==> src/rtl/core/svp_pkg.sv <==
// ---------------------------------------------------------------------------
// svp_pkg: shared types and constants of the servo pulse sequencer
// register map, reset values, request structs and the per-channel slew step
// ---------------------------------------------------------------------------
package svp_pkg;

  localparam int unsigned DefChannels = 6;
  localparam int unsigned WidthW      = 16;
  localparam int unsigned RampW       = 12;
  localparam int unsigned ChanW       = 3;
  localparam int unsigned ApbAddrW    = 5;
  localparam int unsigned ApbDataW    = 32;

  localparam logic [WidthW-1:0] RstSlotTicks  = 16'd5000;
  localparam logic [WidthW-1:0] RstFrameTicks = 16'd40000;
  localparam logic [RampW-1:0]  RstRampStep   = 12'd75;
  localparam logic [WidthW-1:0] RstMinWidth   = 16'd1000;
  localparam logic [WidthW-1:0] RstMaxWidth   = 16'd5000;
  localparam logic [WidthW-1:0] RstWidth      = 16'd3000;

  typedef enum logic [2:0] {
    REG_SLOT_TICKS  = 3'd0,
    REG_FRAME_TICKS = 3'd1,
    REG_RAMP_STEP   = 3'd2,
    REG_MIN_WIDTH   = 3'd3,
    REG_MAX_WIDTH   = 3'd4
  } reg_idx_e;

  typedef enum logic {
    KIND_TICK       = 1'b0,
    KIND_SET_TARGET = 1'b1
  } kind_e;

  typedef struct packed {
    logic [WidthW-1:0] slot_ticks;
    logic [WidthW-1:0] frame_ticks;
    logic [RampW-1:0]  ramp_step;
    logic [WidthW-1:0] min_width;
    logic [WidthW-1:0] max_width;
  } cfg_t;

  typedef struct packed {
    kind_e             kind;
    logic [ChanW-1:0]  channel;
    logic [WidthW-1:0] target_width;
  } item_t;

  // a zero length counts as one tick
  function automatic logic [WidthW-1:0] eff_len(input logic [WidthW-1:0] v);
    eff_len = (v == '0) ? WidthW'(1) : v;
  endfunction

  // move one width toward its target by at most step, landing on target
  function automatic logic [WidthW-1:0] slew_one(input logic [WidthW-1:0] cur,
                                                 input logic [WidthW-1:0] tgt,
                                                 input logic [RampW-1:0]  step);
    logic [WidthW-1:0] step_w;
    step_w = WidthW'(step);
    if (cur < tgt) begin
      slew_one = ((tgt - cur) > step_w) ? cur + step_w : tgt;
    end else if (cur > tgt) begin
      slew_one = ((cur - tgt) > step_w) ? cur - step_w : tgt;
    end else begin
      slew_one = cur;
    end
  endfunction

endpackage

==> src/rtl/core/svp_in_stage.sv <==
// ---------------------------------------------------------------------------
// svp_in_stage: input register of the sequencer
// holds one request and frees itself whenever the engine takes it
// ---------------------------------------------------------------------------
module svp_in_stage import svp_pkg::*; (
  input  logic  clk_i,
  input  logic  rst_ni,
  input  logic  in_valid_i,
  output logic  in_ready_o,
  input  item_t in_item_i,
  input  logic  take_i,
  output logic  item_valid_o,
  output item_t item_o
);

  logic  valid_q;
  item_t item_q;

  assign in_ready_o   = !valid_q || take_i;
  assign item_valid_o = valid_q;
  assign item_o       = item_q;

  always_ff @(posedge clk_i or negedge rst_ni) begin
    if (!rst_ni) begin
      valid_q <= 1'b0;
    end else if (in_valid_i && in_ready_o) begin
      valid_q <= 1'b1;
    end else if (take_i) begin
      valid_q <= 1'b0;
    end
  end

  always_ff @(posedge clk_i) begin
    if (in_valid_i && in_ready_o) begin
      item_q <= in_item_i;
    end
  end

endmodule

==> src/rtl/core/svp_engine.sv <==
// ---------------------------------------------------------------------------
// svp_engine: width state, frame counters and result register
// applies one registered request per cycle unless stalled, registers its result
// ---------------------------------------------------------------------------
module svp_engine import svp_pkg::*; #(
  parameter int unsigned CHANNELS = DefChannels
) (
  input  logic                clk_i,
  input  logic                rst_ni,
  input  cfg_t                cfg_i,
  input  logic                item_valid_i,
  input  item_t               item_i,
  output logic                take_o,
  input  logic                res_ready_i,
  output logic                res_valid_o,
  output logic [CHANNELS-1:0] pulse_lines_o,
  output logic                frame_start_o,
  output logic                all_settled_o
);

  localparam int unsigned StageW = $clog2(CHANNELS + 1);

  logic [WidthW-1:0] cur_q [CHANNELS];
  logic [WidthW-1:0] cur_d [CHANNELS];
  logic [WidthW-1:0] tgt_q [CHANNELS];
  logic [WidthW-1:0] tgt_d [CHANNELS];
  logic [WidthW-1:0] slewed [CHANNELS];

  logic [WidthW-1:0] frame_cnt_q, frame_cnt_d;
  logic [StageW-1:0] stage_q, stage_d;
  logic [WidthW-1:0] stage_cnt_q, stage_cnt_d;
  logic [WidthW-1:0] latched_q, latched_d;

  logic                res_valid_q;
  logic [CHANNELS-1:0] lines_q, lines_d;
  logic                fstart_q, fstart_d;
  logic                settled_q, settled_d;

  logic              adv;
  logic              fire;
  logic [WidthW-1:0] clamped;
  logic [StageW-1:0] stage_now;
  logic [WidthW-1:0] stage_cnt_now;
  logic [WidthW-1:0] latched_now;
  logic [WidthW:0]   stage_cnt_inc;
  logic [WidthW:0]   frame_cnt_inc;

  assign adv    = !res_valid_q || res_ready_i;
  assign fire   = item_valid_i && adv;
  assign take_o = fire;

  always_comb begin
    for (int c = 0; c < CHANNELS; c++) begin
      slewed[c] = slew_one(cur_q[c], tgt_q[c], cfg_i.ramp_step);
    end
  end

  // clamp: minimum first, then maximum wins
  always_comb begin
    clamped = item_i.target_width;
    if (clamped < cfg_i.min_width) begin
      clamped = cfg_i.min_width;
    end
    if (clamped > cfg_i.max_width) begin
      clamped = cfg_i.max_width;
    end
  end

  always_comb begin
    cur_d         = cur_q;
    tgt_d         = tgt_q;
    frame_cnt_d   = frame_cnt_q;
    stage_d       = stage_q;
    stage_cnt_d   = stage_cnt_q;
    latched_d     = latched_q;
    lines_d       = '0;
    fstart_d      = 1'b0;
    stage_now     = stage_q;
    stage_cnt_now = stage_cnt_q;
    latched_now   = latched_q;
    stage_cnt_inc = '0;
    frame_cnt_inc = '0;
    if (item_i.kind == KIND_SET_TARGET) begin
      for (int c = 0; c < CHANNELS; c++) begin
        if (int'(item_i.channel) == c) begin
          tgt_d[c] = clamped;
        end
      end
    end else begin
      if (frame_cnt_q == '0) begin
        fstart_d      = 1'b1;
        cur_d         = slewed;
        stage_now     = '0;
        stage_cnt_now = '0;
        latched_now   = slewed[0];
      end
      stage_d     = stage_now;
      stage_cnt_d = stage_cnt_now;
      latched_d   = latched_now;
      if ((stage_now < StageW'(CHANNELS)) && (stage_cnt_now < latched_now)) begin
        lines_d = CHANNELS'(1) << stage_now;
      end
      if (stage_now < StageW'(CHANNELS)) begin
        stage_cnt_inc = {1'b0, stage_cnt_now} + (WidthW+1)'(1);
        if (stage_cnt_inc >= {1'b0, eff_len(cfg_i.slot_ticks)}) begin
          stage_d     = stage_now + StageW'(1);
          stage_cnt_d = '0;
          latched_d   = '0;
          for (int c = 0; c < CHANNELS; c++) begin
            if (int'(stage_d) == c) begin
              latched_d = cur_d[c];
            end
          end
        end else begin
          stage_cnt_d = stage_cnt_inc[WidthW-1:0];
        end
      end
      frame_cnt_inc = {1'b0, frame_cnt_q} + (WidthW+1)'(1);
      if (frame_cnt_inc >= {1'b0, eff_len(cfg_i.frame_ticks)}) begin
        frame_cnt_d = '0;
      end else begin
        frame_cnt_d = frame_cnt_inc[WidthW-1:0];
      end
    end
    settled_d = 1'b1;
    for (int c = 0; c < CHANNELS; c++) begin
      if (cur_d[c] != tgt_d[c]) begin
        settled_d = 1'b0;
      end
    end
  end

  always_ff @(posedge clk_i or negedge rst_ni) begin
    if (!rst_ni) begin
      for (int c = 0; c < CHANNELS; c++) begin
        cur_q[c] <= RstWidth;
        tgt_q[c] <= RstWidth;
      end
      frame_cnt_q <= '0;
      stage_q     <= '0;
      stage_cnt_q <= '0;
      latched_q   <= '0;
      res_valid_q <= 1'b0;
    end else begin
      if (fire) begin
        cur_q       <= cur_d;
        tgt_q       <= tgt_d;
        frame_cnt_q <= frame_cnt_d;
        stage_q     <= stage_d;
        stage_cnt_q <= stage_cnt_d;
        latched_q   <= latched_d;
      end
      if (adv) begin
        res_valid_q <= fire;
      end
    end
  end

  always_ff @(posedge clk_i) begin
    if (fire) begin
      lines_q   <= lines_d;
      fstart_q  <= fstart_d;
      settled_q <= settled_d;
    end
  end

  assign res_valid_o   = res_valid_q;
  assign pulse_lines_o = lines_q;
  assign frame_start_o = fstart_q;
  assign all_settled_o = settled_q;

endmodule

==> src/rtl/core/servo_pulse_sequencer_with_slew.sv <==
// ---------------------------------------------------------------------------
// servo_pulse_sequencer_with_slew: multi-channel servo pulse sequencer
// one tick or target-write request in, one pulse-line result out
// ---------------------------------------------------------------------------
//  channel   direction  carries
//  s_axis    in         tick or target write (tuser kind, tdata channel/width)
//  m_axis    out        pulse lines, frame start, all settled
//  apb       in/out     timing, ramp step and clamp limits
//
//  a request waits in the input register; the engine works on it there and
//  loads the result register; one request per cycle is sustained while results
//  are taken, the rate being set by the single pass through the engine (slew,
//  counters and settle compare in one stage)
//  reset: widths and targets 3000, counters zero, registers to defaults
//  a stalled result holds the engine; the input register still takes one more
// ---------------------------------------------------------------------------
module servo_pulse_sequencer_with_slew import svp_pkg::*; #(
  parameter int unsigned CHANNELS = DefChannels,
  localparam int unsigned OutW    = ((CHANNELS + 2 + 7) / 8) * 8
) (
  input  logic                clk_i,
  input  logic                rst_ni,
  // streaming request side
  input  logic                s_axis_tvalid,
  output logic                s_axis_tready,
  input  logic [23:0]         s_axis_tdata,   // [2:0] channel, [18:3] target_width
  input  logic                s_axis_tuser,   // [0] kind
  // streaming result side
  output logic                m_axis_tvalid,
  input  logic                m_axis_tready,
  output logic [OutW-1:0]     m_axis_tdata,   // pulse_lines, frame_start, all_settled
  // configuration port
  input  logic                psel,
  input  logic                penable,
  input  logic                pwrite,
  input  logic [ApbAddrW-1:0] paddr,
  input  logic [ApbDataW-1:0] pwdata,
  output logic [ApbDataW-1:0] prdata,
  output logic                pready
);

  cfg_t     cfg_q;
  reg_idx_e reg_idx;
  logic     cfg_wr;

  item_t               in_item;
  item_t               item;
  logic                item_valid;
  logic                take;
  logic [CHANNELS-1:0] pulse_lines;
  logic                frame_start;
  logic                all_settled;

  // ---- configuration registers, word addressed
  assign pready  = 1'b1;
  assign reg_idx = reg_idx_e'(paddr[ApbAddrW-1:2]);
  assign cfg_wr  = psel && penable && pwrite && pready;

  always_ff @(posedge clk_i or negedge rst_ni) begin
    if (!rst_ni) begin
      cfg_q.slot_ticks  <= RstSlotTicks;
      cfg_q.frame_ticks <= RstFrameTicks;
      cfg_q.ramp_step   <= RstRampStep;
      cfg_q.min_width   <= RstMinWidth;
      cfg_q.max_width   <= RstMaxWidth;
    end else if (cfg_wr) begin
      case (reg_idx)
        REG_SLOT_TICKS:  cfg_q.slot_ticks  <= pwdata[WidthW-1:0];
        REG_FRAME_TICKS: cfg_q.frame_ticks <= pwdata[WidthW-1:0];
        REG_RAMP_STEP:   cfg_q.ramp_step   <= pwdata[RampW-1:0];
        REG_MIN_WIDTH:   cfg_q.min_width   <= pwdata[WidthW-1:0];
        REG_MAX_WIDTH:   cfg_q.max_width   <= pwdata[WidthW-1:0];
        default: ;  // unmapped addresses ignore writes
      endcase
    end
  end

  always_comb begin
    case (reg_idx)
      REG_SLOT_TICKS:  prdata = ApbDataW'(cfg_q.slot_ticks);
      REG_FRAME_TICKS: prdata = ApbDataW'(cfg_q.frame_ticks);
      REG_RAMP_STEP:   prdata = ApbDataW'(cfg_q.ramp_step);
      REG_MIN_WIDTH:   prdata = ApbDataW'(cfg_q.min_width);
      REG_MAX_WIDTH:   prdata = ApbDataW'(cfg_q.max_width);
      default:         prdata = '0;
    endcase
  end

  // ---- request unpacking
  assign in_item.kind         = kind_e'(s_axis_tuser);
  assign in_item.channel      = s_axis_tdata[ChanW-1:0];
  assign in_item.target_width = s_axis_tdata[ChanW+WidthW-1:ChanW];

  svp_in_stage u_in_stage (
    .clk_i        (clk_i),
    .rst_ni       (rst_ni),
    .in_valid_i   (s_axis_tvalid),
    .in_ready_o   (s_axis_tready),
    .in_item_i    (in_item),
    .take_i       (take),
    .item_valid_o (item_valid),
    .item_o       (item)
  );

  // ---- slew, slot sequencing and result register
  svp_engine #(
    .CHANNELS (CHANNELS)
  ) u_engine (
    .clk_i         (clk_i),
    .rst_ni        (rst_ni),
    .cfg_i         (cfg_q),
    .item_valid_i  (item_valid),
    .item_i        (item),
    .take_o        (take),
    .res_ready_i   (m_axis_tready),
    .res_valid_o   (m_axis_tvalid),
    .pulse_lines_o (pulse_lines),
    .frame_start_o (frame_start),
    .all_settled_o (all_settled)
  );

  // result packing: lines low, then frame start, then settled, zero fill
  assign m_axis_tdata = OutW'({all_settled, frame_start, pulse_lines});

endmodule

==> config.mk <==
export PLATFORM = sky130hd
export DESIGN_NAME = servo_pulse_sequencer_with_slew
export DESIGN_NICKNAME = d
export VERILOG_FILES = /design/src/rtl/core/svp_pkg.sv /design/src/rtl/core/svp_in_stage.sv /design/src/rtl/core/svp_engine.sv /design/src/rtl/core/servo_pulse_sequencer_with_slew.sv
export SDC_FILE = /design/constraint.sdc
export NUM_CORES = 2
export LEC_CHECK = 0
export BUFFER_PORTS_ARGS = -buffer_cell sky130_fd_sc_hd__buf_2
export CAP_MARGIN = 20
export CORE_UTILIZATION = 40
export DETAILED_ROUTE_END_ITERATION = 8
export SYNTH_ARGS = -nofsm -noshare
export SYNTH_HDL_FRONTEND = slang
export SYNTH_SLANG_ARGS = --single-unit
==> constraint.sdc <==
create_clock -name clk_i -period 11.95 [get_ports clk_i]
set_clock_uncertainty 0.15 [all_clocks]
set_input_delay 0.5975 -clock clk_i [delete_from_list [all_inputs] [get_ports clk_i]]
set_output_delay 0.5975 -clock clk_i [all_outputs]
set_load 0.01 [all_outputs]
==> impl_metrics.tcl <==
set metrics [dict create \
    status "completed" \
    hold_viol 0 \
    gp_congestion 1.103 \
    cts.sinks 349 \
    reg2reg_to "u_engine.pulse_lines_o[2]$_SDFFCE_PP0P_" \
    drive_above_1_share_pct 8.683 \
    synth_seq_cells 349 \
    wl_per_cell_um 29.51 \
    cpMostUsedCell "a21oi_1" \
    path_max_fanout 9 \
    grtUsageTotal_pct 37.25 \
    drt-initial-drc-count 6594 \
    cts_setup_buffers 0 \
    drv_cap 0 \
    cp.arrival_ps 9260 \
    fp-row-count 125 \
    wirelength_um 226900 \
    drt-vias-per-instance 6.546 \
    min_path_type "input port to flip-flop" \
    vias 50322 \
    hold_ws_ps 15.46 \
    fmax_ghz 0.1117 \
    overflow 0 \
    numCtsBuffers 46 \
    drc 0 \
    clockBufferDepth 3 \
    tightest_slew_ps 1325 \
    end_kind "flip-flop" \
    initial_core_util_pct 40.32 \
    cts_tree "done" \
    setup_viol 0 \
    clk_pin_slew_ps 70 \
    worstPathRequired_ps 12260 \
    ys_async_sr_fraction_pct 91.98 \
    portBuffers 71 \
    fin_tns_setup_ps 0 \
    r2r-start "u_engine.cur_q[80]$_DFFE_PN0P_" \
    relSlewSlack_pct 11.11 \
    utilization_pct 43.43 \
    grt_pass1_wl_um 324300 \
    ant_nets 0 \
    synth_area_leader_cell "ha_1" \
    dieArea_mm2 0.1183 \
    r2r_cells 31 \
    critical_path_class "flip-flop to flip-flop" \
    syn_to_final_growth_pct 7.720 \
    core_area_mm2 0.1160 \
    hold_path_depth 1 \
    hp-start "s_axis_tdata[3]" \
    timing.final.crit_period_ps 8951 \
    pin_count 112 \
    synth_top_area_share_pct 14.87 \
    die_h_um 344.0 \
    slew_violations 0 \
    r2r_setup_slack_ps 3000 \
    avgSynthCellArea_um2 7.508 \
    h-tree-depth 2 \
    synth-edff-count 28 \
    nets 6762 \
    yosysWarningCount 0 \
    hold_end "u_in_stage.item_o[0]$_DFFE_PP_" \
    layout_commonest_cell "nand2_1" \
    grt_pass1_vias 45458 \
    rsz0062_at_grt "false" \
    die_w_um 344.0 \
    syn_area_mm2 0.04679 \
    clockRootBuffer "clkbuf_16" \
    first_pass_iters 6 \
    start_kind "flip-flop" \
    seq_area_frac_synth_pct 19.26 \
    dp_hpwl_um 173200 \
    most-common-layout-cells "nand2_1, o21ai_0, ha_1" \
    grt_max_degree 92 \
    max_stage_delay_ps 930 \
    ys_top_cells_by_area "ha_1, dfrtp_1, o21ai_0" \
    grt_antenna_before_repair 13 \
    synth_ff_type "dfrtp_1" \
    crit_path_top_delay_cell "a221oi_2" \
    post-route-period-util_pct 74.91 \
    clock_latency_ps 620 \
    syn_inst 6232 \
    synth_cell_types 111 \
]
cell usage after synthesis (all sizes together), types with 62 or more instances:
master,n
nand2,659
o21ai,625
ha,556
a21oi,492
nor2,417
inv,387
clkbuf,322
xnor2,261
dfrtp,212
nor3,150
nand3,133
a211oi,122
dfstp,109
a21o,106
mux2i,103
nand4,97
o21a,81
o211ai,78
xor2,77
buf,69
nand2b,63
o22ai,63
a31oi,62
through the flow:
step                area, um2  worst slack [ps]  instances
CTS                     50310              3239       7670
floorplan               46840              5547       6247
global placement        48600              3260       7576
finish                  50400              2999       7688
detailed placement      48600              3277       7577
global route            50370              2619       7674
state kept, by name, summed over array words and instances, names as in the netlist:
register	count
u_engine.cur_q	96
u_engine.tgt_q	96
cfg_q	76
u_in_stage.item_o	20
u_engine.frame_cnt_q	16
u_engine.latched_q	16
u_engine.stage_cnt_q	16
u_engine.pulse_lines_o	6
u_engine.stage_q	3
u_engine.all_settled_o	1
u_engine.frame_start_o	1
u_engine.res_valid_o	1
u_in_stage.item_valid_o	1
logic make-up (layout without fill, tap and decap cells):
kind of cell	count (synthesis)	in the layout	synth area share [%]
adders and majority gates	580	580	15.90
AOI/OAI and AO/OA	2145	2145	29.43
other	2	31	0.01605
xor gates and xnor gates	338	338	6.327
muxes	149	149	3.319
DFF	349	349	19.26
buffers and inverters	780	683	6.536
and+or+nand+nor	1889	1889	19.22
cell type report:
cell class | instances | area [um2]
Antenna cell | 14 | 35.03
Sequential cell | 349 | 9010
Multi-Input combinational cell | 5118 | 34910
Timing Repair Buffer | 209 | 1446
Tap cell | 1524 | 1907
Clock buffer | 63 | 1348
Fill cell | 11986 | 65650
Clock inverter | 22 | 280.3
Inverter | 389 | 1461
what timing repair did:
item | in CTS | in global routing
hold endpoints to repair | 76 | 0
resized for setup | 0 | 0
hold buffers | 8 | 0
how the worst max path moves through the flow:
stage / cells after the start / start / slack (ps) / endpoint
global placement: 31 / u_engine.cur_q[80]$_DFFE_PN0P_ / 3260 / u_engine.pulse_lines_o[2]$_SDFFCE_PP0P_
CTS: 31 / u_engine.cur_q[80]$_DFFE_PN0P_ / 3240 / u_engine.pulse_lines_o[2]$_SDFFCE_PP0P_
detailed placement: 31 / u_engine.cur_q[80]$_DFFE_PN0P_ / 3280 / u_engine.pulse_lines_o[2]$_SDFFCE_PP0P_
global route: 31 / u_engine.cur_q[80]$_DFFE_PN0P_ / 2620 / u_engine.pulse_lines_o[2]$_SDFFCE_PP0P_
finish: 31 / u_engine.cur_q[80]$_DFFE_PN0P_ / 3000 / u_engine.pulse_lines_o[2]$_SDFFCE_PP0P_
floorplan: 32 / u_engine.tgt_q[80]$_DFFE_PN0P_ / 5550 / u_engine.pulse_lines_o[2]$_SDFFCE_PP0P_
per-layer routing:
metal / GRT usage (%) / routed length, um
met4: 22.15 / 15160
met3: 7.132 / 23180
met5: 0 / 40
met2: 55.53 / 96410
met1: 49.79 / 92110
critical path: cells and delay by family, from the launching register on:
kind	cells	cell delay, ps
AOI/OAI and AO/OA	17	4270
xor gates and xnor gates	1	140
adders and majority gates	4	1270
buffers and inverters	2	260
DFF	1	490
and+or+nand+nor	7	2200
Power is left out: the tool's default activity adds up to more than one toggle a clock period on the data nets, which glitch-free logic cannot reach.
